**config.mk**
```make
export PLATFORM = sky130hd
export DESIGN_NAME = slim_fly_min_next_hop
export DESIGN_NICKNAME = d
export VERILOG_FILES = /design/src/rtl/sfmnh_pkg.sv /design/src/rtl/sfmnh_datapath.sv /design/src/rtl/sfmnh_ctrl.sv /design/src/rtl/slim_fly_min_next_hop.sv
export SDC_FILE = /design/constraint.sdc
export NUM_CORES = 1
export LEC_CHECK = 0
export BUFFER_PORTS_ARGS = -buffer_cell sky130_fd_sc_hd__buf_4
export CORE_ASPECT_RATIO = 1.25
export CORE_MARGIN = 2
export CORE_UTILIZATION = 45
export CTS_CLUSTER_SIZE = 16
export DETAILED_ROUTE_END_ITERATION = 8
export GPL_ROUTABILITY_DRIVEN = 0
export MAX_ROUTING_LAYER = met4
export PLACE_DENSITY = 0.66
export RECOVER_POWER = 25
export SYNTH_ARGS = -nofsm -noshare
export SYNTH_HDL_FRONTEND = slang
export SYNTH_SLANG_ARGS = --single-unit
```
**constraint.sdc**
```tcl
create_clock -name clk -period 11.9 [get_ports clk]
set_clock_uncertainty 0.2 [all_clocks]
set_input_delay 2.38 -clock clk [delete_from_list [all_inputs] [get_ports clk]]
set_output_delay 2.38 -clock clk [all_outputs]
set_load 0.05 [all_outputs]
```
**src/rtl/sfmnh_pkg.sv**
```systemverilog
`timescale 1ns / 1ps
// ----------------------------------------------------------------------------
// sfmnh_pkg: shared types and constants for the Slim Fly minimal next hop
// Item layouts, configuration register indexes, route kinds and the
// command/status groups between the controller and the datapath.
// ----------------------------------------------------------------------------
package sfmnh_pkg;

    // Field widths
    localparam int GRID_W     = 5;
    localparam int DIST_W     = 16;
    localparam int DIST_IW    = 4;
    localparam int COORD_W    = 4;
    localparam int TERM_W     = 4;
    localparam int CFG_IDX_W  = 2;
    localparam int CFG_DATA_W = 16;

    // Configuration register indexes
    localparam logic [CFG_IDX_W-1:0] CFG_GRID_WIDTH = 2'd0;
    localparam logic [CFG_IDX_W-1:0] CFG_DIST_ZERO  = 2'd1;
    localparam logic [CFG_IDX_W-1:0] CFG_DIST_ONE   = 2'd2;

    // Reset values of the configuration registers
    localparam logic [GRID_W-1:0] GRID_RESET = 5'd5;

    // Parameter defaults
    localparam int DEF_MAX_WIDTH     = 16;
    localparam int DEF_MAX_TERMINALS = 16;

    // Results per item are capped
    localparam int MAX_RESULTS = 32;
    localparam int CNT_W       = 6;

    // Setup: bit-serial reduction of the 4x4 product and the coordinates
    localparam int PROD_W      = 2 * COORD_W;
    localparam int SETUP_STEPS = PROD_W;
    localparam int STEP_W      = 3;

    // Route kinds
    typedef logic [1:0] kind_t;
    localparam kind_t KIND_EJECT  = 2'd0;  // already at destination
    localparam kind_t KIND_COLUMN = 2'd1;  // same subgraph, same column
    localparam kind_t KIND_SAME   = 2'd2;  // same subgraph, other column
    localparam kind_t KIND_CROSS  = 2'd3;  // other subgraph

    typedef struct packed {
        logic               src_subgraph;
        logic [COORD_W-1:0] src_column;
        logic [COORD_W-1:0] src_row;
        logic [TERM_W-1:0]  dst_terminal;
        logic               dst_subgraph;
        logic [COORD_W-1:0] dst_column;
        logic [COORD_W-1:0] dst_row;
    } req_t;

    typedef struct packed {
        logic               eject;
        logic [TERM_W-1:0]  terminal_port;
        logic               hop_subgraph;
        logic [COORD_W-1:0] hop_column;
        logic [COORD_W-1:0] hop_row;
        logic               last;
    } rsp_t;

    // Controller to datapath
    typedef struct packed {
        logic load;        // capture request, clear lanes
        logic setup;       // one reduction step on every lane
        logic prep;        // clear scan indexes, seed row offsets
        logic adv;         // current scan point consumed
        logic inc_i;
        logic inc_j;
        logic wrap_j;      // j back to zero, next i
        logic next_phase;  // second row sweep of the cross case
        logic flush;       // move pending candidate out marked last
    } cmd_t;

    // Datapath to controller
    typedef struct packed {
        kind_t kind;
        logic  single;     // only one scan point
        logic  i_last;
        logic  j_last;
        logic  phase;
        logic  hold;       // hit found but no room downstream
        logic  pend_valid;
        logic  out_free;
    } status_t;

endpackage

```
**src/rtl/sfmnh_datapath.sv**
```systemverilog
`timescale 1ns / 1ps
// ----------------------------------------------------------------------------
// sfmnh_datapath: configuration, residue lanes, candidate test and output
// Holds the request, reduces coordinates and the column product modulo q
// bit-serially, tests one scan point per cycle unless held, keeps one pending
// candidate ahead of the output register so the final one can carry last.
// ----------------------------------------------------------------------------
module sfmnh_datapath
    import sfmnh_pkg::*;
#(
    parameter int MAX_WIDTH     = DEF_MAX_WIDTH,
    parameter int MAX_TERMINALS = DEF_MAX_TERMINALS
)
(
    input  logic                  clk,
    input  logic                  rst_n,
    input  logic                  cfg_wr_en,
    input  logic [CFG_IDX_W-1:0]  cfg_index,
    input  logic [CFG_DATA_W-1:0] cfg_data,
    input  req_t                  req_data,
    input  cmd_t                  cmd,
    output status_t               status,
    input  logic                  rsp_stall,
    output logic                  rsp_valid,
    output rsp_t                  rsp_data
);

    localparam int QW        = $clog2(MAX_WIDTH + 1);
    localparam int RW        = ((QW > COORD_W) ? QW : COORD_W) + 1;
    localparam int NUM_LANES = 5;
    localparam int LANE_SC   = 0;
    localparam int LANE_SR   = 1;
    localparam int LANE_DC   = 2;
    localparam int LANE_DR   = 3;
    localparam int LANE_P    = 4;

    // (a + b) mod m for a, b already below m
    function automatic logic [QW-1:0] add_mod(input logic [QW-1:0] a,
                                              input logic [QW-1:0] b,
                                              input logic [QW-1:0] m);
        logic [QW:0] s;
        s = {1'b0, a} + {1'b0, b};
        if (s >= {1'b0, m})
        begin
            s = s - {1'b0, m};
        end
        return s[QW-1:0];
    endfunction

    // One restoring step: shift in a bit, subtract m if it fits
    function automatic logic [QW-1:0] mod_step(input logic [QW-1:0] r,
                                               input logic          b,
                                               input logic [QW-1:0] m);
        logic [QW:0] t;
        t = {r, b};
        if (t >= {1'b0, m})
        begin
            t = t - {1'b0, m};
        end
        return t[QW-1:0];
    endfunction

    // Rows linked when their distance has its bit set
    function automatic logic row_link(input logic [DIST_W-1:0] set,
                                      input logic [RW-1:0]     a,
                                      input logic [RW-1:0]     b);
        logic [RW-1:0] d;
        logic          res;
        d = (a > b) ? (a - b) : (b - a);
        if (d >= RW'(DIST_W))
        begin
            res = 1'b0;
        end
        else
        begin
            res = set[d[DIST_IW-1:0]];
        end
        return res;
    endfunction

    // Configuration
    logic [GRID_W-1:0] grid_width_reg;
    logic [DIST_W-1:0] dist_zero_reg;
    logic [DIST_W-1:0] dist_one_reg;

    // Request and residues
    req_t              req_reg;
    logic [PROD_W-1:0] lane_sh_reg  [NUM_LANES];
    logic [QW-1:0]     lane_rem_reg [NUM_LANES];

    // Scan position and running offsets
    logic [QW-1:0]     i_reg;
    logic [QW-1:0]     j_reg;
    logic              phase_reg;
    logic [QW-1:0]     u_reg;
    logic [QW-1:0]     v_reg;

    // Pending candidate, output register
    rsp_t              pend_reg;
    logic              pend_valid_reg;
    logic              pend_valid_next;
    logic [CNT_W-1:0]  count_reg;
    logic [CNT_W-1:0]  count_next;
    rsp_t              out_data_reg;
    rsp_t              out_data_next;
    logic              out_valid_reg;
    logic              out_valid_next;
    logic              out_load;

    logic [QW-1:0]     q;
    kind_t             kind;
    logic              direct;
    logic              hit;
    logic              hit_eff;
    logic              out_free;
    logic              hold;
    rsp_t              cand;
    logic [DIST_W-1:0] set_src;
    logic [DIST_W-1:0] set_dst;
    logic [RW-1:0]     sr_x;
    logic [RW-1:0]     dr_x;
    logic [RW-1:0]     i_x;
    logic [QW-1:0]     t_srm;
    logic [QW-1:0]     t_drm;
    logic [QW-1:0]     t_i;
    logic [TERM_W-1:0] term_sat;

    // Configuration registers
    always_ff @(posedge clk or negedge rst_n)
    begin
        if (!rst_n)
        begin
            grid_width_reg <= GRID_RESET;
            dist_zero_reg  <= '0;
            dist_one_reg   <= '0;
        end
        else if (cfg_wr_en)
        begin
            case (cfg_index)
                CFG_GRID_WIDTH: grid_width_reg <= cfg_data[GRID_W-1:0];
                CFG_DIST_ZERO:  dist_zero_reg  <= cfg_data[DIST_W-1:0];
                CFG_DIST_ONE:   dist_one_reg   <= cfg_data[DIST_W-1:0];
                default:        ;
            endcase
        end
    end

    // Modulus clamped to [2, MAX_WIDTH]
    always_comb
    begin
        if (grid_width_reg < GRID_W'(2))
        begin
            q = QW'(2);
        end
        else if (int'(grid_width_reg) > MAX_WIDTH)
        begin
            q = QW'(MAX_WIDTH);
        end
        else
        begin
            q = QW'(grid_width_reg);
        end
    end

    // Request capture, residue lanes, scan indexes
    always_ff @(posedge clk)
    begin
        if (cmd.load)
        begin
            req_reg               <= req_data;
            lane_sh_reg[LANE_SC]  <= PROD_W'(req_data.src_column);
            lane_sh_reg[LANE_SR]  <= PROD_W'(req_data.src_row);
            lane_sh_reg[LANE_DC]  <= PROD_W'(req_data.dst_column);
            lane_sh_reg[LANE_DR]  <= PROD_W'(req_data.dst_row);
            lane_sh_reg[LANE_P]   <= PROD_W'(req_data.src_column)
                                     * PROD_W'(req_data.dst_column);
            for (int k = 0; k < NUM_LANES; k++)
            begin
                lane_rem_reg[k] <= '0;
            end
        end
        else if (cmd.setup)
        begin
            for (int k = 0; k < NUM_LANES; k++)
            begin
                lane_rem_reg[k] <= mod_step(lane_rem_reg[k],
                                            lane_sh_reg[k][PROD_W-1], q);
                lane_sh_reg[k]  <= lane_sh_reg[k] << 1;
            end
        end

        if (cmd.prep)
        begin
            i_reg     <= '0;
            j_reg     <= '0;
            phase_reg <= 1'b0;
            u_reg     <= req_reg.src_subgraph ? lane_rem_reg[LANE_SR] : '0;
            v_reg     <= req_reg.src_subgraph ? lane_rem_reg[LANE_DR] : '0;
        end
        else if (cmd.inc_j)
        begin
            j_reg <= j_reg + QW'(1);
        end
        else if (cmd.wrap_j)
        begin
            j_reg <= '0;
            i_reg <= i_reg + QW'(1);
            u_reg <= add_mod(u_reg, lane_rem_reg[LANE_SC], q);
            v_reg <= add_mod(v_reg, lane_rem_reg[LANE_DC], q);
        end
        else if (cmd.inc_i)
        begin
            i_reg <= i_reg + QW'(1);
        end
        else if (cmd.next_phase)
        begin
            i_reg     <= '0;
            phase_reg <= 1'b1;
        end
    end

    // Route kind and shared terms
    always_comb
    begin
        if (req_reg.src_subgraph == req_reg.dst_subgraph &&
            req_reg.src_column == req_reg.dst_column &&
            req_reg.src_row == req_reg.dst_row)
        begin
            kind = KIND_EJECT;
        end
        else if (req_reg.src_subgraph == req_reg.dst_subgraph &&
                 req_reg.src_column == req_reg.dst_column)
        begin
            kind = KIND_COLUMN;
        end
        else if (req_reg.src_subgraph == req_reg.dst_subgraph)
        begin
            kind = KIND_SAME;
        end
        else
        begin
            kind = KIND_CROSS;
        end
    end

    assign set_src = req_reg.src_subgraph ? dist_one_reg : dist_zero_reg;
    assign set_dst = req_reg.dst_subgraph ? dist_one_reg : dist_zero_reg;
    assign sr_x    = RW'(req_reg.src_row);
    assign dr_x    = RW'(req_reg.dst_row);
    assign i_x     = RW'(i_reg);
    assign t_srm   = add_mod(lane_rem_reg[LANE_P], lane_rem_reg[LANE_SR], q);
    assign t_drm   = add_mod(lane_rem_reg[LANE_P], lane_rem_reg[LANE_DR], q);
    assign t_i     = add_mod(lane_rem_reg[LANE_P], i_reg, q);
    assign term_sat = (int'(req_reg.dst_terminal) > MAX_TERMINALS - 1)
                      ? TERM_W'(MAX_TERMINALS - 1) : req_reg.dst_terminal;

    // Direct link to the destination
    always_comb
    begin
        case (kind)
            KIND_COLUMN: direct = row_link(set_src, sr_x, dr_x);
            KIND_CROSS:  direct = req_reg.src_subgraph ? (dr_x == RW'(t_srm))
                                                       : (sr_x == RW'(t_drm));
            default:     direct = 1'b0;
        endcase
    end

    // Candidate at the current scan point
    always_comb
    begin
        cand.eject         = 1'b0;
        cand.terminal_port = '0;
        cand.hop_subgraph  = req_reg.dst_subgraph;
        cand.hop_column    = req_reg.dst_column;
        cand.hop_row       = req_reg.dst_row;
        cand.last          = 1'b0;
        hit                = 1'b0;
        case (kind)
            KIND_EJECT:
            begin
                cand.eject         = 1'b1;
                cand.terminal_port = term_sat;
                hit                = 1'b1;
            end
            KIND_COLUMN:
            begin
                if (direct)
                begin
                    hit = 1'b1;
                end
                else
                begin
                    cand.hop_subgraph = req_reg.src_subgraph;
                    cand.hop_column   = req_reg.src_column;
                    cand.hop_row      = COORD_W'(i_reg);
                    hit = row_link(set_src, sr_x, i_x) && row_link(set_src, i_x, dr_x);
                end
            end
            KIND_SAME:
            begin
                cand.hop_subgraph = ~req_reg.src_subgraph;
                cand.hop_column   = COORD_W'(i_reg);
                cand.hop_row      = COORD_W'(j_reg);
                if (req_reg.src_subgraph)
                begin
                    hit = (j_reg == u_reg) && (j_reg == v_reg);
                end
                else
                begin
                    hit = (sr_x == RW'(add_mod(u_reg, j_reg, q))) &&
                          (dr_x == RW'(add_mod(v_reg, j_reg, q)));
                end
            end
            KIND_CROSS:
            begin
                if (direct)
                begin
                    hit = 1'b1;
                end
                else if (!phase_reg)
                begin
                    // rows of the destination column
                    cand.hop_row = COORD_W'(i_reg);
                    hit = (req_reg.src_subgraph ? (i_reg == t_srm)
                                                : (sr_x == RW'(t_i))) &&
                          row_link(set_dst, dr_x, i_x);
                end
                else
                begin
                    // rows of the source column
                    cand.hop_subgraph = req_reg.src_subgraph;
                    cand.hop_column   = req_reg.src_column;
                    cand.hop_row      = COORD_W'(i_reg);
                    hit = row_link(set_src, sr_x, i_x) &&
                          (req_reg.src_subgraph ? (dr_x == RW'(t_i))
                                                : (i_reg == t_drm));
                end
            end
            default:
            begin
                hit = 1'b0;
            end
        endcase
    end

    assign hit_eff  = hit && (count_reg < CNT_W'(MAX_RESULTS));
    assign out_free = !out_valid_reg || !rsp_stall;
    assign hold     = hit_eff && pend_valid_reg && !out_free;
    assign out_load = cmd.adv && hit_eff && pend_valid_reg;

    // Pending slot and output register, next values
    always_comb
    begin
        pend_valid_next = pend_valid_reg;
        count_next      = count_reg;
        out_valid_next  = out_valid_reg && rsp_stall;
        out_data_next   = pend_reg;
        if (cmd.load)
        begin
            pend_valid_next = 1'b0;
            count_next      = '0;
        end
        if (cmd.adv && hit_eff)
        begin
            pend_valid_next = 1'b1;
            count_next      = count_reg + CNT_W'(1);
        end
        if (out_load)
        begin
            out_valid_next = 1'b1;
        end
        if (cmd.flush)
        begin
            pend_valid_next    = 1'b0;
            out_valid_next     = 1'b1;
            out_data_next.last = 1'b1;
        end
    end

    always_ff @(posedge clk or negedge rst_n)
    begin
        if (!rst_n)
        begin
            pend_valid_reg <= 1'b0;
            count_reg      <= '0;
            out_valid_reg  <= 1'b0;
        end
        else
        begin
            pend_valid_reg <= pend_valid_next;
            count_reg      <= count_next;
            out_valid_reg  <= out_valid_next;
        end
    end

    always_ff @(posedge clk)
    begin
        if (cmd.adv && hit_eff)
        begin
            pend_reg <= cand;
        end
        if (out_load || cmd.flush)
        begin
            out_data_reg <= out_data_next;
        end
    end

    assign rsp_valid = out_valid_reg;
    assign rsp_data  = out_data_reg;

    // Status to the controller
    assign status.kind       = kind;
    assign status.single     = (kind == KIND_EJECT) || direct;
    assign status.i_last     = (i_reg == q - QW'(1));
    assign status.j_last     = (j_reg == q - QW'(1));
    assign status.phase      = phase_reg;
    assign status.hold       = hold;
    assign status.pend_valid = pend_valid_reg;
    assign status.out_free   = out_free;

`ifndef SYNTH
    // result cap is never passed
    a_count_bound: assert property (@(posedge clk) disable iff (!rst_n)
        count_reg <= CNT_W'(MAX_RESULTS))
        else $error("result count beyond cap");

    // flush only with a pending candidate and room downstream
    a_flush_legal: assert property (@(posedge clk) disable iff (!rst_n)
        cmd.flush |-> pend_valid_reg && out_free)
        else $error("flush without pending item or room");

    // a held scan point must not be consumed
    a_no_adv_hold: assert property (@(posedge clk) disable iff (!rst_n)
        cmd.adv |-> !hold)
        else $error("scan advanced while held");

    // running offsets stay reduced
    a_uv_range: assert property (@(posedge clk) disable iff (!rst_n)
        (cmd.adv && kind == KIND_SAME) |-> (u_reg < q) && (v_reg < q))
        else $error("row offset not reduced");

    // output only ever fed from the pending slot
    a_out_from_pend: assert property (@(posedge clk) disable iff (!rst_n)
        $rose(out_valid_reg) |-> $past(pend_valid_reg))
        else $error("output loaded without pending item");
`endif

endmodule

```
**src/rtl/sfmnh_ctrl.sv**
```systemverilog
`timescale 1ns / 1ps
// ----------------------------------------------------------------------------
// sfmnh_ctrl: request sequencer
// Accepts an item, runs the residue setup, walks the scan points of the
// route kind and flushes the final candidate.
// ----------------------------------------------------------------------------
module sfmnh_ctrl
    import sfmnh_pkg::*;
(
    input  logic    clk,
    input  logic    rst_n,
    input  logic    req_valid,
    output logic    req_stall,
    input  status_t status,
    output cmd_t    cmd
);

    localparam logic [2:0] ST_IDLE  = 3'd0;
    localparam logic [2:0] ST_SETUP = 3'd1;
    localparam logic [2:0] ST_PREP  = 3'd2;
    localparam logic [2:0] ST_SCAN  = 3'd3;
    localparam logic [2:0] ST_FLUSH = 3'd4;

    logic [2:0]        state_reg;
    logic [2:0]        state_next;
    logic [STEP_W-1:0] step_reg;
    logic [STEP_W-1:0] step_next;

    // State register
    always_ff @(posedge clk or negedge rst_n)
    begin
        if (!rst_n)
        begin
            state_reg <= ST_IDLE;
            step_reg  <= '0;
        end
        else
        begin
            state_reg <= state_next;
            step_reg  <= step_next;
        end
    end

    // Next state and commands
    always_comb
    begin
        state_next = state_reg;
        step_next  = step_reg;
        cmd        = '0;
        case (state_reg)
            ST_IDLE:
            begin
                if (req_valid)
                begin
                    cmd.load   = 1'b1;
                    step_next  = '0;
                    state_next = ST_SETUP;
                end
            end
            ST_SETUP:
            begin
                cmd.setup = 1'b1;
                step_next = step_reg + STEP_W'(1);
                if (step_reg == STEP_W'(SETUP_STEPS - 1))
                begin
                    state_next = ST_PREP;
                end
            end
            ST_PREP:
            begin
                cmd.prep   = 1'b1;
                state_next = ST_SCAN;
            end
            ST_SCAN:
            begin
                if (!status.hold)
                begin
                    cmd.adv = 1'b1;
                    if (status.single)
                    begin
                        state_next = ST_FLUSH;
                    end
                    else
                    begin
                        case (status.kind)
                            KIND_SAME:
                            begin
                                if (!status.j_last)
                                begin
                                    cmd.inc_j = 1'b1;
                                end
                                else if (!status.i_last)
                                begin
                                    cmd.wrap_j = 1'b1;
                                end
                                else
                                begin
                                    state_next = ST_FLUSH;
                                end
                            end
                            KIND_CROSS:
                            begin
                                if (!status.i_last)
                                begin
                                    cmd.inc_i = 1'b1;
                                end
                                else if (!status.phase)
                                begin
                                    cmd.next_phase = 1'b1;
                                end
                                else
                                begin
                                    state_next = ST_FLUSH;
                                end
                            end
                            default:
                            begin
                                if (!status.i_last)
                                begin
                                    cmd.inc_i = 1'b1;
                                end
                                else
                                begin
                                    state_next = ST_FLUSH;
                                end
                            end
                        endcase
                    end
                end
            end
            ST_FLUSH:
            begin
                if (!status.pend_valid)
                begin
                    state_next = ST_IDLE;
                end
                else if (status.out_free)
                begin
                    cmd.flush  = 1'b1;
                    state_next = ST_IDLE;
                end
            end
            default:
            begin
                state_next = ST_IDLE;
            end
        endcase
    end

    assign req_stall = (state_reg != ST_IDLE);

endmodule

```
**src/rtl/slim_fly_min_next_hop.sv**
```systemverilog
`timescale 1ns / 1ps
// ----------------------------------------------------------------------------
// slim_fly_min_next_hop: minimal next hops on a two-subgraph MMS graph
// Lists every neighbour on a minimal path to the destination, or one eject
// item when the current router is the destination.
// ----------------------------------------------------------------------------
//
//  channel  | handshake              | payload
//  ---------+------------------------+------------------------------------
//  req      | req_valid / req_stall  | req_data  (current and destination)
//  rsp      | rsp_valid / rsp_stall  | rsp_data  (next hop or eject, last)
//  cfg      | cfg_wr_en              | cfg_index, cfg_data
//
//  One item at a time: accept, residue setup, prep, scan, flush.
//  Scan points: 1 for eject or a direct link, q for a same-column search,
//  2q for a cross-subgraph search, q*q for same subgraph, other column;
//  one point tested per cycle while the scan is not held.
//  rsp_stall holds the scan only when a new hit finds the pending slot and
//  the output register both full, and holds the flush until the output
//  register is free. Reset clears control state and configuration only.
//
module slim_fly_min_next_hop
    import sfmnh_pkg::*;
#(
    parameter int MAX_WIDTH     = DEF_MAX_WIDTH,
    parameter int MAX_TERMINALS = DEF_MAX_TERMINALS
)
(
    input  logic                  clk,
    input  logic                  rst_n,
    input  logic                  cfg_wr_en,
    input  logic [CFG_IDX_W-1:0]  cfg_index,
    input  logic [CFG_DATA_W-1:0] cfg_data,
    input  logic                  req_valid,
    output logic                  req_stall,
    input  req_t                  req_data,
    output logic                  rsp_valid,
    input  logic                  rsp_stall,
    output rsp_t                  rsp_data
);

    cmd_t    cmd;
    status_t status;

    sfmnh_ctrl u_ctrl
    (
        .clk       (clk),
        .rst_n     (rst_n),
        .req_valid (req_valid),
        .req_stall (req_stall),
        .status    (status),
        .cmd       (cmd)
    );

    sfmnh_datapath
    #(
        .MAX_WIDTH     (MAX_WIDTH),
        .MAX_TERMINALS (MAX_TERMINALS)
    )
    u_datapath
    (
        .clk       (clk),
        .rst_n     (rst_n),
        .cfg_wr_en (cfg_wr_en),
        .cfg_index (cfg_index),
        .cfg_data  (cfg_data),
        .req_data  (req_data),
        .cmd       (cmd),
        .status    (status),
        .rsp_stall (rsp_stall),
        .rsp_valid (rsp_valid),
        .rsp_data  (rsp_data)
    );

endmodule
```
# ---- Word level (Yosys, flattened, before mapping)
# Memory sizes are Yosys's and may differ from the RTL's.
# Cells that the tools add are included.
dict set report word_totals {
  ff_bits 123
  ramBits 65
  input_bits 45
  out_inout_bits 17
  elab_cells 315
  n_memories 2
}
dict set report classes {
  n_addsub 30
  multipliers 1
  order_cmp 27
  n_eq_ne 33
  mux 140
  bitwise_logic 14
  reduce_logical 37
}
# name depth width rd rd_clocked_by_memory_dff wr line
set mem_list {}
lappend mem_list {u_datapath.lane_sh_reg 5 8 5 0 5 sfmnh_datapath.sv:88} ;# logic [PROD_W-1:0] lane_sh_reg [NUM_LANES];
lappend mem_list {u_datapath.lane_rem_reg 5 5 5 0 5 sfmnh_datapath.sv:89} ;# logic [QW-1:0] lane_rem_reg [NUM_LANES];
# cell count
set ops {}
lappend ops {{5-bit two-way mux} 50}
lappend ops {{6-bit by 5-bit >= comparator with 1-bit output} 12}
lappend ops {{5-bit subtractor} 12}
lappend ops {{1-bit two-way mux} 50}
lappend ops {{5-bit by 5-bit adder with 6-bit output} 7}
lappend ops {{8-bit two-way mux} 5}
lappend ops {{6-bit two-way mux} 6}
lappend ops {{3-bit two-way mux} 11}
lappend ops {{16-bit two-way mux} 2}
lappend ops {{4-bit by 5-bit equality test with 1-bit output} 6}
lappend ops {{5-bit equality test} 6}
lappend ops {{9-bit one-hot mux with 3 select lines} 1}
lappend ops {{6-bit by 5-bit >= comparator with 1-bit output (second input constant)} 4}
lappend ops {{4-bit by 5-bit less-than comparator with 1-bit output (second input constant)} 4}
lappend ops {{9-bit two-way mux} 2}
lappend ops {{1-bit binary-select mux with 4-bit select} 4}
lappend ops {{3-bit one-hot mux with 5 select lines} 1}
lappend ops {{1-bit logical AND} 13}
lappend ops {{4-bit by 3-bit != test with 1-bit output (second input constant)} 3}
lappend ops {{3-bit one-hot mux with 2 select lines} 2}
lappend ops {{2-bit AND reduction} 6}
lappend ops {{4-bit by 5-bit subtractor with 6-bit output} 2}
lappend ops {{5-bit by 4-bit subtractor with 6-bit output} 2}
lappend ops {{5-bit by 1-bit adder with 5-bit output (second input constant)} 2}
lappend ops {{other kinds (35)} 69}

# ---- Logic depth before layout (Yosys ltp)
# Gate-level depths: netlist of the first run.
dict set report logic_depth {
  word_depth 23
  depth_mapped 19
}

# ---- Modules after synthesis
# Synthesis of the first run repeated with hierarchy kept, for this count alone.
dict set report unflattened {
  cells_unflattened 1541
  hier_area_um2 15327.2
}
# mod n_inst cells_each area_per_inst_um2 seq_area_each_um2
set modules_own_cells {}
lappend modules_own_cells {sfmnh_datapath 1 1492 14889.3 5132.4}
lappend modules_own_cells {sfmnh_ctrl 1 49 437.9 150.1}

# ---- Worst setup path before layout of the first run
# No wires, ideal clock.
dict set report synth_timing {
  path_kind {reg-to-reg}
  startpoint {register u_datapath.grid_width_reg[2]}
  endpoint {register u_datapath.out_data_reg (netlist bit u_datapath.rsp_data[0]) (enable)}
  t_arrival_ns 5.006
  required_time_ns 11.310
  slack_ns 6.304
  stages_incl_launch_ff 19
  path_cell_list {dfstp_2 -> buf_2 -> nor2_1 -> nor2_1 -> nor2_1 -> inv_1 -> fa_1 -> a211o_1 -> o211ai_1 -> and4_1 -> buf_2 -> mux2i_2 -> xnor2_1 -> or4_1 -> a221oi_1 -> a31oi_1 -> nand3_1 -> nand2_2 -> o21bai_1}
}
dict set report synth_between {
  elab_chain_len 19
  word_cells_on_any_way 51
  classes_between {5 x add/sub; 7 x order compare; 8 x eq/ne; 22 x mux; 9 x reduce/logical}
}
# element line
set synth_lines {}
lappend synth_lines {{from (decl)} sfmnh_datapath.sv:82} ;# logic [GRID_W-1:0] grid_width_reg;
lappend synth_lines {{from (signal assigned)} sfmnh_datapath.sv:140} ;# CFG_GRID_WIDTH: grid_width_reg <= cfg_data[GRID_W-1:0];
lappend synth_lines {{5-bit greater-than comparator} sfmnh_datapath.sv:155} ;# else if (int'(grid_width_reg) > MAX_WIDTH)
lappend synth_lines {{5-bit two-way mux} sfmnh_datapath.sv:155}
lappend synth_lines {{5-bit two-way mux *} sfmnh_datapath.sv:151} ;# if (grid_width_reg < GRID_W'(2))
lappend synth_lines {{5-bit subtractor or 6-bit by 5-bit >= comparator with 1-bit output (tied branches)} {sfmnh_datapath.sv:45, sfmnh_datapath.sv:43}}
lappend synth_lines {{5-bit two-way mux} sfmnh_datapath.sv:43} ;# if (s >= {1'b0, m})
lappend synth_lines {{5-bit two-way mux (tied with other cells)} sfmnh_datapath.sv:304} ;# if (req_reg.src_subgraph)
lappend synth_lines {{5-bit two-way mux (tied with other cells)} sfmnh_datapath.sv:278} ;# case (kind)
lappend synth_lines {{4-bit by 5-bit equality test with 1-bit output (tied with other cells)} sfmnh_datapath.sv:310} ;# hit = (sr_x == RW'(add_mod(u_reg, j_reg, q))) &&
lappend synth_lines {{1-bit logical AND or 1-bit two-way mux (tied branches)} {sfmnh_datapath.sv:310, sfmnh_datapath.sv:320}}
lappend synth_lines {{1-bit two-way mux, on equally long branches} {sfmnh_datapath.sv:304, sfmnh_datapath.sv:316}}
lappend synth_lines {{1-bit one-hot mux with 4 select lines *} sfmnh_datapath.sv:278}
lappend synth_lines {{1-bit logical AND *} sfmnh_datapath.sv:346} ;# assign hit_eff = hit && (count_reg < CNT_W'(MAX_RESULTS));
lappend synth_lines {{1-bit logical AND (2 in series)} sfmnh_datapath.sv:348} ;# assign hold = hit_eff && pend_valid_reg && !out_free;
lappend synth_lines {{5-bit two-way mux} sfmnh_ctrl.sv:76} ;# if (!status.hold)
lappend synth_lines {{5-bit two-way mux} sfmnh_ctrl.sv:50} ;# case (state_reg)
lappend synth_lines {{1-bit logical AND * (2 in series)} sfmnh_datapath.sv:349} ;# assign out_load = cmd.adv && hit_eff && pend_valid_reg;
lappend synth_lines {{1-bit logical OR *} sfmnh_datapath.sv:402} ;# if (out_load || cmd.flush)
lappend synth_lines {{to (signal assigned)} sfmnh_datapath.sv:404} ;# out_data_reg <= out_data_next;
lappend synth_lines {{to (decl)} sfmnh_datapath.sv:104} ;# rsp_t out_data_reg;
# Every way passes the cells marked *; elsewhere a longest branch is shown, timed or not. The select of a mux whose other input is x is not followed.
# A chain may end at the register's enable or synchronous reset.

# ---- Final worst setup path of the first run
dict set report layout_timing {
  startpoint {register u_datapath.grid_width_reg[4]}
  endpoint {register u_datapath.pend_reg (netlist bit u_datapath.out_data_next[1]) (enable)}
}
dict set report layout_between {
  elab_chain_len 17
  word_cells_on_any_way 49
  classes_between {5 x add/sub; 7 x order compare; 8 x eq/ne; 22 x mux; 7 x reduce/logical}
}
# element line
set layout_lines {}
lappend layout_lines {{5-bit greater-than comparator} sfmnh_datapath.sv:155}
lappend layout_lines {{5-bit two-way mux} sfmnh_datapath.sv:155}
lappend layout_lines {{5-bit two-way mux *} sfmnh_datapath.sv:151}
lappend layout_lines {{5-bit subtractor or 6-bit by 5-bit >= comparator with 1-bit output (tied branches)} {sfmnh_datapath.sv:45, sfmnh_datapath.sv:43}}
lappend layout_lines {{5-bit two-way mux} sfmnh_datapath.sv:43}
lappend layout_lines {{5-bit two-way mux (tied with other cells)} sfmnh_datapath.sv:304}
lappend layout_lines {{5-bit two-way mux (tied with other cells)} sfmnh_datapath.sv:278}
lappend layout_lines {{4-bit by 5-bit equality test with 1-bit output (tied with other cells)} sfmnh_datapath.sv:310}
lappend layout_lines {{1-bit logical AND or 1-bit two-way mux (tied branches)} {sfmnh_datapath.sv:310, sfmnh_datapath.sv:320}}
lappend layout_lines {{1-bit two-way mux, on equally long branches} {sfmnh_datapath.sv:304, sfmnh_datapath.sv:316}}
lappend layout_lines {{1-bit one-hot mux with 4 select lines *} sfmnh_datapath.sv:278}
lappend layout_lines {{1-bit logical AND *} sfmnh_datapath.sv:346}
lappend layout_lines {{1-bit logical AND (2 in series)} sfmnh_datapath.sv:348}
lappend layout_lines {{5-bit two-way mux} sfmnh_ctrl.sv:76}
lappend layout_lines {{5-bit two-way mux} sfmnh_ctrl.sv:50}
lappend layout_lines {{1-bit logical AND *} sfmnh_datapath.sv:398} ;# if (cmd.adv && hit_eff)
lappend layout_lines {{to (signal assigned)} sfmnh_datapath.sv:400} ;# pend_reg <= cand;
lappend layout_lines {{to (decl)} sfmnh_datapath.sv:99} ;# rsp_t pend_reg;
# Marked as above.

==> results of run 1 <==
## synth_stat cells (6+ instances only)
cell | count | share of area (%)
nor3_1 | 23 | 0.74
o21ai_0 | 57 | 1.8
a41oi_1 | 6 | 0.34
o221ai_1 | 9 | 0.51
clkbuf_1 | 37 | 0.89
xor2_1 | 26 | 1.5
ha_1 | 134 | 11
buf_2 | 10 | 0.32
mux4_2 | 21 | 3.0
and2_1 | 42 | 1.7
a21oi_1 | 82 | 2.6
a211o_1 | 6 | 0.34
edfxtp_1 | 126 | 24
o22ai_1 | 10 | 0.40
dfrtp_1 | 49 | 7.9
nor2b_1 | 22 | 0.88
a31oi_1 | 8 | 0.32
nand2_1 | 143 | 3.4
nand3b_1 | 7 | 0.34
mux2i_1 | 56 | 3.6
nand3_1 | 56 | 1.8
a211oi_1 | 34 | 1.6
and3_1 | 11 | 0.44
xnor2_1 | 70 | 3.9
and4_1 | 6 | 0.34
a21o_1 | 31 | 1.5
nand4_1 | 21 | 0.84
nand2b_1 | 16 | 0.64
o21bai_1 | 7 | 0.34
o211ai_1 | 18 | 0.87
o21a_1 | 9 | 0.43
mux2_2 | 52 | 3.8
or3_1 | 9 | 0.36
o2111ai_1 | 6 | 0.34
inv_1 | 92 | 2.2
fa_1 | 29 | 3.7
dfxtp_1 | 11 | 1.4
nor2_1 | 79 | 1.9
## worst min-delay path by stage
stage	start	end	slack, ns	cells after the start
floorplan	u_datapath.out_data_next[10]$_SDFFCE_PN0P_	u_datapath.rsp_data[10]$_DFFE_PP_	0.20	0
global placement	u_datapath.out_data_next[5]$_DFFE_PP_	u_datapath.rsp_data[5]$_DFFE_PP_	0.20	0
detailed placement	u_datapath.out_data_next[14]$_DFFE_PP_	u_datapath.rsp_data[14]$_DFFE_PP_	0.20	0
CTS	u_datapath.out_data_next[6]$_DFFE_PP_	u_datapath.rsp_data[6]$_DFFE_PP_	0.22	0
global route	u_datapath.out_data_next[3]$_DFFE_PP_	u_datapath.rsp_data[3]$_DFFE_PP_	0.23	0
finish	u_datapath.out_data_next[6]$_DFFE_PP_	u_datapath.rsp_data[6]$_DFFE_PP_	0.22	0
## cells in the final DEF (no fill, tap or decap), types with 8 or more instances in the layout
cell type	count
nand2_1	142
o21ai_0	57
mux2_2	52
edfxtp_1	126
fa_1	29
a211oi_1	34
nor2_1	79
mux2i_1	56
dfxtp_1	11
xor2_1	26
o211ai_1	18
o21a_1	9
o22ai_1	10
or3_1	9
xnor2_1	70
nor2b_1	22
ha_1	134
a21oi_1	82
and2_0	14
nand3_1	56
inv_1	92
nor3_1	23
nand2b_1	16
clkbuf_16	17
clkbuf_1	18
and2_1	29
a31oi_1	8
and3_1	11
nand4_1	21
mux4_2	21
buf_4	46
a21o_1	31
o221ai_1	9
dfrtp_1	49
## final cells by class
| type | count | area share (%) |
|---|---|---|
| Inverter | 93 | 2.04 |
| Timing Repair Buffer | 71 | 2.73 |
| Clock inverter | 15 | 1.19 |
| Tap cell | 468 | 3.43 |
| Sequential cell | 188 | 30.9 |
| Clock buffer | 17 | 2.49 |
| Multi-Input combinational cell | 1218 | 57.2 |
## metal layers
layer	GRT usage, %	routed length, um
met4	12.0	1930
met5	-	0
met1	28.7	17000
met2	39.6	20000
met3	3.37	1780
## through the flow
stage / power (uW) / utilization (%)
floorplan: 3440 / -
global placement: 4020 / 48.1
detailed placement: 4090 / 48.1
CTS: 4720 / 49.9
global route: 5130 / 49.7
finish: 4720 / 49.7
## power by group through the flow
| stage | clock [uW] | combinational [uW] | sequential, uW |
|---|---|---|---|
| floorplan | 0 | 2400 | 1050 |
| global placement | 0 | 2930 | 1090 |
| detailed placement | 0 | 2990 | 1100 |
| CTS | 617 | 3020 | 1080 |
| global route | 642 | 3390 | 1100 |
| finish | 603 | 3040 | 1080 |
## kinds of logic (layout without fill, tap and decap cells)
| logic type | count (synthesis) | in the layout | share of synthesized area, % |
|---|---|---|---|
| AND/OR/NAND/NOR | 480 | 480 | 16.1 |
| flip-flops | 188 | 188 | 33.9 |
| AO/OA/AOI/OAI | 346 | 346 | 15.7 |
| multiplexers | 132 | 132 | 10.7 |
| adder cells (fa/ha/maj) | 163 | 163 | 14.5 |
| buffers and inverters | 144 | 196 | 3.62 |
| XOR/XNOR | 97 | 97 | 5.53 |
==> results.yml, run 1 <==
status:
  status: "complete, but fails checks"
  violations: "capacitance limit, slew limit"
final_layout:
  insertedDiodeCount: 0
  largest_reg_flops: 40
  fillers: 3167
  postLayoutCellArea_um2: 17100
  drive_gt1_share_pct: 12.4
  area_growth_pct: 9.41
  multi_input_area_um2: 9760
  seq_area_um2: 5280
  nets: 1797
  final_cells: 2070
setup_path:
  crit_top_cell: "inv_1"
  cp.depth: 14
  crit_type: "flop to flop"
  critPathLaunchType: "flop"
  crit_chain: "inv_1 > nand2_1 > ha_1 > a211o_1 > o211ai_1 > and4_1 > mux2i_2 > xnor2_1 > or4_1 > a221oi_1 > a31oi_1 > nand3_1 > nand2_2 > inv_1"
  cp_max_fo: 16
  cp-startpoint: "u_datapath.grid_width_reg[4]$_DFFE_PN0P_"
  worstPathArrival_ns: 6.18
  required_ns: 11.81
  reg2reg_slack_ns: 5.63
  endpoint: "u_datapath.out_data_next[1]$_DFFE_PP_"
  endpoint_kind: "flop"
  r2r-start: "u_datapath.grid_width_reg[4]$_DFFE_PN0P_"
  cp_slowest_cell: "nand2_1"
  r2r_cells: 14
  reg2reg_to: "u_datapath.out_data_next[1]$_DFFE_PP_"
  cp_top_family: "simple AND/OR/NAND/NOR gates"
  critPathBufInv: 2
  critPathMaxStageDelay_ns: 0.71
clock_tree:
  clock_path_buffers: 2
  htreeDepth: 4
  cts_setup_buffers: 0
  cts.clk_slew.worst_paths_ns: 0.08
  cts_buffers: 17
  numClockSinks: 188
  cts_hold_buf: 0
  cts_resized: 0
  root_buffer: "clkbuf_16"
  cts_tree: "done"
  clock_latency_ns: 0.47
yosys:
  synth-edff-count: 126
  synth_seq_area_share_pct: 33.9
  yosysUniqueCellTypes: 104
  syn_area_um2: 15600
  syn_inst: 1550
  synth_nets: 1758
  yosysWarnings: 0
  ys.flop_type: "edfxtp_1"
  avgSynthCellArea_um2: 10.1
  ys_async_sr_fraction_pct: 27.1
  ys_seq_elements: 188
pwr:
  p_clk_share_pct: 12.8
  leakage_uw: 0.00700
  pwr_density_cell_nw_per_um2: 277
  p_sw_uw: 2220
  combPwrFrac_pct: 64.3
  internal-power_uw: 2510
  ir_drop_mv: 0.147
  netSwitchingFraction_pct: 46.9
  pwr-share-seq_pct: 23.0
placement:
  dp_slack_ns: 5.69
  place_inst: 2038
  numPortBuffers: 61
  placed_area_um2: 16500
  hpwl_um: 30700
hold_path:
  hp-class: "flop to flop"
timing:
  setup_tns_ns: 0
  period_share_pct: 52.7
  setup_ws_ns: 5.63
  fmax_mhz: 160
  slew_violations: 94
  whs_ns: 0.221
  slew_headroom_pct: -96.3
  fin_crit_ns: 6.27
  hold_viol: 0
  rsz0062_at_grt: "false"
  final-setup-viol-count: 0
  worst_pin_slew_ns: 2.95
run:
  drv_cap: 2
detailed_routing:
  viasPerCell: 5.97
  antenna_left: 0
  drt_first_pass_iters: 6
  first_iter_violations: 893
  drt-wirelength-per-cell_um: 19.7
  route.detailed.drc: 0
  routed_wl_um: 40700
  vias: 12363
global_route:
  grt_overflow: 0
  first_global_vias: 12562
  antenna_found_initial: 0
  grt_max_degree: 66
  grt_pass1_wl_um: 65900
  track_usage_pct: 24.0
floorplanning:
  ios: 62
  die_area_um2: 36200
  row_count: 76
  die_h_um: 212
  chipWidth_um: 171
  start_util_pct: 45.5
  core-area_um2: 34300
Note: power is estimated with default switching activity, not from simulation.
==> run 2, diff against run 1 <==
--- a/config.mk
+++ b/config.mk
@@ -5,6 +5,7 @@
 export SDC_FILE = /design/constraint.sdc
 export NUM_CORES = 1
 export LEC_CHECK = 0
+export ABC_AREA = 1
 export BUFFER_PORTS_ARGS = -buffer_cell sky130_fd_sc_hd__buf_4
 export CORE_ASPECT_RATIO = 1.25
 export CORE_MARGIN = 2
==> constraint.sdc (replaced) <==
create_clock -name clk -period 5.9 [get_ports clk]
set_clock_uncertainty 0.2 [all_clocks]
set_input_delay 1.18 -clock clk [delete_from_list [all_inputs] [get_ports clk]]
set_output_delay 1.18 -clock clk [all_outputs]
set_load 0.05 [all_outputs]
==> run 2 against run 1 <==
The run still ends with capacitance limit, slew limit left. Cell count up 14%. Final area down 4.3%. Sequential share of layout area up 1.4 points. Maximum frequency up 16%. Via count up 5.2%. Synthesized area down 4.5%. Synthesized cell count up 22%. Global-route usage down 0.65 points. Critical endpoint is now u_datapath.u_reg[0]$_DFFE_PP_. Largest cell class unchanged.
==> results.yml, run 2 <==
timing:
  fmax_mhz: 185
  final-setup-viol-count: 0
  rsz0062_at_grt: "false"
  slew_headroom_pct: -99.0
  period_share_pct: 91.6
  worst_pin_slew_ns: 2.99
  hold_viol: 0
  slew_violations: 52
  setup_tns_ns: 0
  fin_crit_ns: 5.41
yosys:
  ys.flop_type: "edfxtp_1"
  yosys-top-cells-count: "nand2_1, inv_1, o21ai_0, nand3_1, ha_1"
  netlist.area_leader.share_pct: 25.4
  avgSynthCellArea_um2: 7.89
  synth_area_leaders: "edfxtp_1, nand2_1, ha_1"
  yosys.area.top_type: "edfxtp_1"
  ys_async_sr_fraction_pct: 27.1
  syn_area_um2: 14900
  yosysUniqueCellTypes: 57
  synth_seq_area_share_pct: 35.5
  ys_seq_elements: 188
  synth_nets: 2097
  yosysMostFrequentCell: "nand2_1"
  synth-edff-count: 126
  syn_inst: 1889
  yosysWarnings: 0
floorplanning:
  row_count: 74
  die_area_um2: 34600
  die_h_um: 207
  ios: 62
  core-area_um2: 32700
  start_util_pct: 45.6
  chipWidth_um: 167
clock_tree:
  cts.clk_slew.worst_paths_ns: 0.08
  root_buffer: "clkbuf_16"
  cts_buffers: 17
  clock_latency_ns: 0.46
  htreeDepth: 4
  cts_resized: 0
  numClockSinks: 188
  clock_path_buffers: 2
  cts_tree: "done"
  cts_setup_buffers: 0
  cts_hold_buf: 0
final_layout:
  mostFrequentLayoutCell: "nand2_1"
  area_growth_pct: 9.63
  nets: 2146
  final_cells: 2369
  final_cell_mix: "nand2_1, inv_1, o21ai_0"
  largest_reg_flops: 40
  drive_gt1_share_pct: 7.43
  insertedDiodeCount: 0
global_route:
  track_usage_pct: 23.3
  antenna_found_initial: 0
  grt_max_degree: 52
  first_global_vias: 12879
  grt_pass1_wl_um: 63600
  grt_overflow: 0
detailed_routing:
  first_iter_violations: 1012
  viasPerCell: 5.49
  drt_first_pass_iters: 5
  route.detailed.drc: 0
  vias: 13011
  routed_wl_um: 39000
  drt-wirelength-per-cell_um: 16.5
  antenna_left: 0
setup_path:
  required_ns: 5.79
  critPathBufInv: 2
  critPathMaxStageDelay_ns: 0.85
  crit_chain: "o21ai_0 > inv_1 > buf_4 > fa_1 > nand3_1 > nand2_1 > nand2_1 > nand2_1 > a21oi_1 > nand2_2 > o21ai_1 > nand3_1 > nand2_1 > nor2_1 > nand2_1 > nor2_1 > nand3_1 > nand2_1 > a21oi_2 > nand3_2 > nand3_4 > nand3_2 > nand2_1"
  crit_top_cell: "nand2_1"
  cp_top_family: "simple AND/OR/NAND/NOR gates"
  crit_type: "flop to flop"
  cp_max_fo: 21
  worstPathArrival_ns: 5.30
  critPathLaunchType: "flop"
  endpoint_kind: "flop"
  cp_slowest_cell: "o21ai_0"
status:
  status: "complete, but fails checks"
  violations: "capacitance limit, slew limit"
placement:
  place_inst: 2337
  numPortBuffers: 61
  hpwl_um: 29500
run:
  drv_cap: 1
hold_path:
  hp-class: "flop to flop"
run 2: cell types whose count changed after synthesis, moves of 24 or more:
cell / before / now
a21o_1: 31 / 5
xor2_1: 26 / 51
inv_1: 92 / 242
nand3_1: 56 / 136
a211oi_1: 34 / 5
mux2_2: 52 / 0
and2_1: 42 / 2
mux2i_1: 56 / 0
a21oi_1: 82 / 106
nand2_1: 143 / 449
xnor2_1: 70 / 30
o21ai_0: 57 / 162
nor2_1: 79 / 125
run 2: metal layers:
| layer | part of all wire, % | GRT usage [%] | wire length (um) |
|---|---|---|---|
| met1 | 43 | 27.4 | 16600 |
| met2 | 49 | 39.8 | 19100 |
| met3 | 4.3 | 3.01 | 1700 |
| met4 | 4.1 | 10.8 | 1600 |
| met5 | 0 | - | 0 |
run 2: logic make-up after synthesis:
family | share of synthesized area, %
AND/OR/NAND/NOR | 23.1
adder cells (fa/ha/maj) | 15.1
AO/OA/AOI/OAI | 14.0
buffers and inverters | 7.59
flip-flops | 35.5
XOR/XNOR | 4.76
run 2: worst paths after layout:
check,slack (ns),depth (start not counted),start,endpoint
worst max-delay path,0.49,23,u_datapath.grid_width_reg[4]$_DFFE_PN0P_,u_datapath.u_reg[0]$_DFFE_PP_
worst min-delay path,0.22,0,u_datapath.out_data_next[5]$_DFFE_PP_,u_datapath.rsp_data[5]$_DFFE_PP_
worst max register to register,0.49,23,u_datapath.grid_width_reg[4]$_DFFE_PN0P_,u_datapath.u_reg[0]$_DFFE_PP_
worst min register to register,0.22,0,u_datapath.out_data_next[5]$_DFFE_PP_,u_datapath.rsp_data[5]$_DFFE_PP_
max in group asynchronous,2.32,1,rst_n,u_ctrl.state_reg[0]$_DFFE_PN0P_
min in group asynchronous,1.50,1,rst_n,u_datapath.dist_zero_reg[2]$_DFFE_PN0P_
run 2: layout make-up:
class / count / area, um2
Inverter: 250 / 938
Clock inverter: 15 / 161
Clock buffer: 17 / 425
Multi-Input combinational cell: 1405 / 8500
Sequential cell: 188 / 5280
Timing Repair Buffer: 76 / 503
Tap cell: 418 / 523
Fill cell: 3138 / 16300
run 2: per-stage QoR:
stage,setup slack (ns),util [%],hold WS (ns),instance area (um2)
finish,0.494,50.0,0.219,16300
CTS,0.533,50.2,0.223,16400
global placement,0.785,48.4,0.203,15800
detailed placement,0.571,48.4,0.205,15800
floorplan,0.984,-,0.200,14900
global route,0.215,50.0,0.226,16300
Power of run 2 is left out: the tool's default activity adds up to more than one toggle a clock period on the data nets, which glitch-free logic cannot reach.
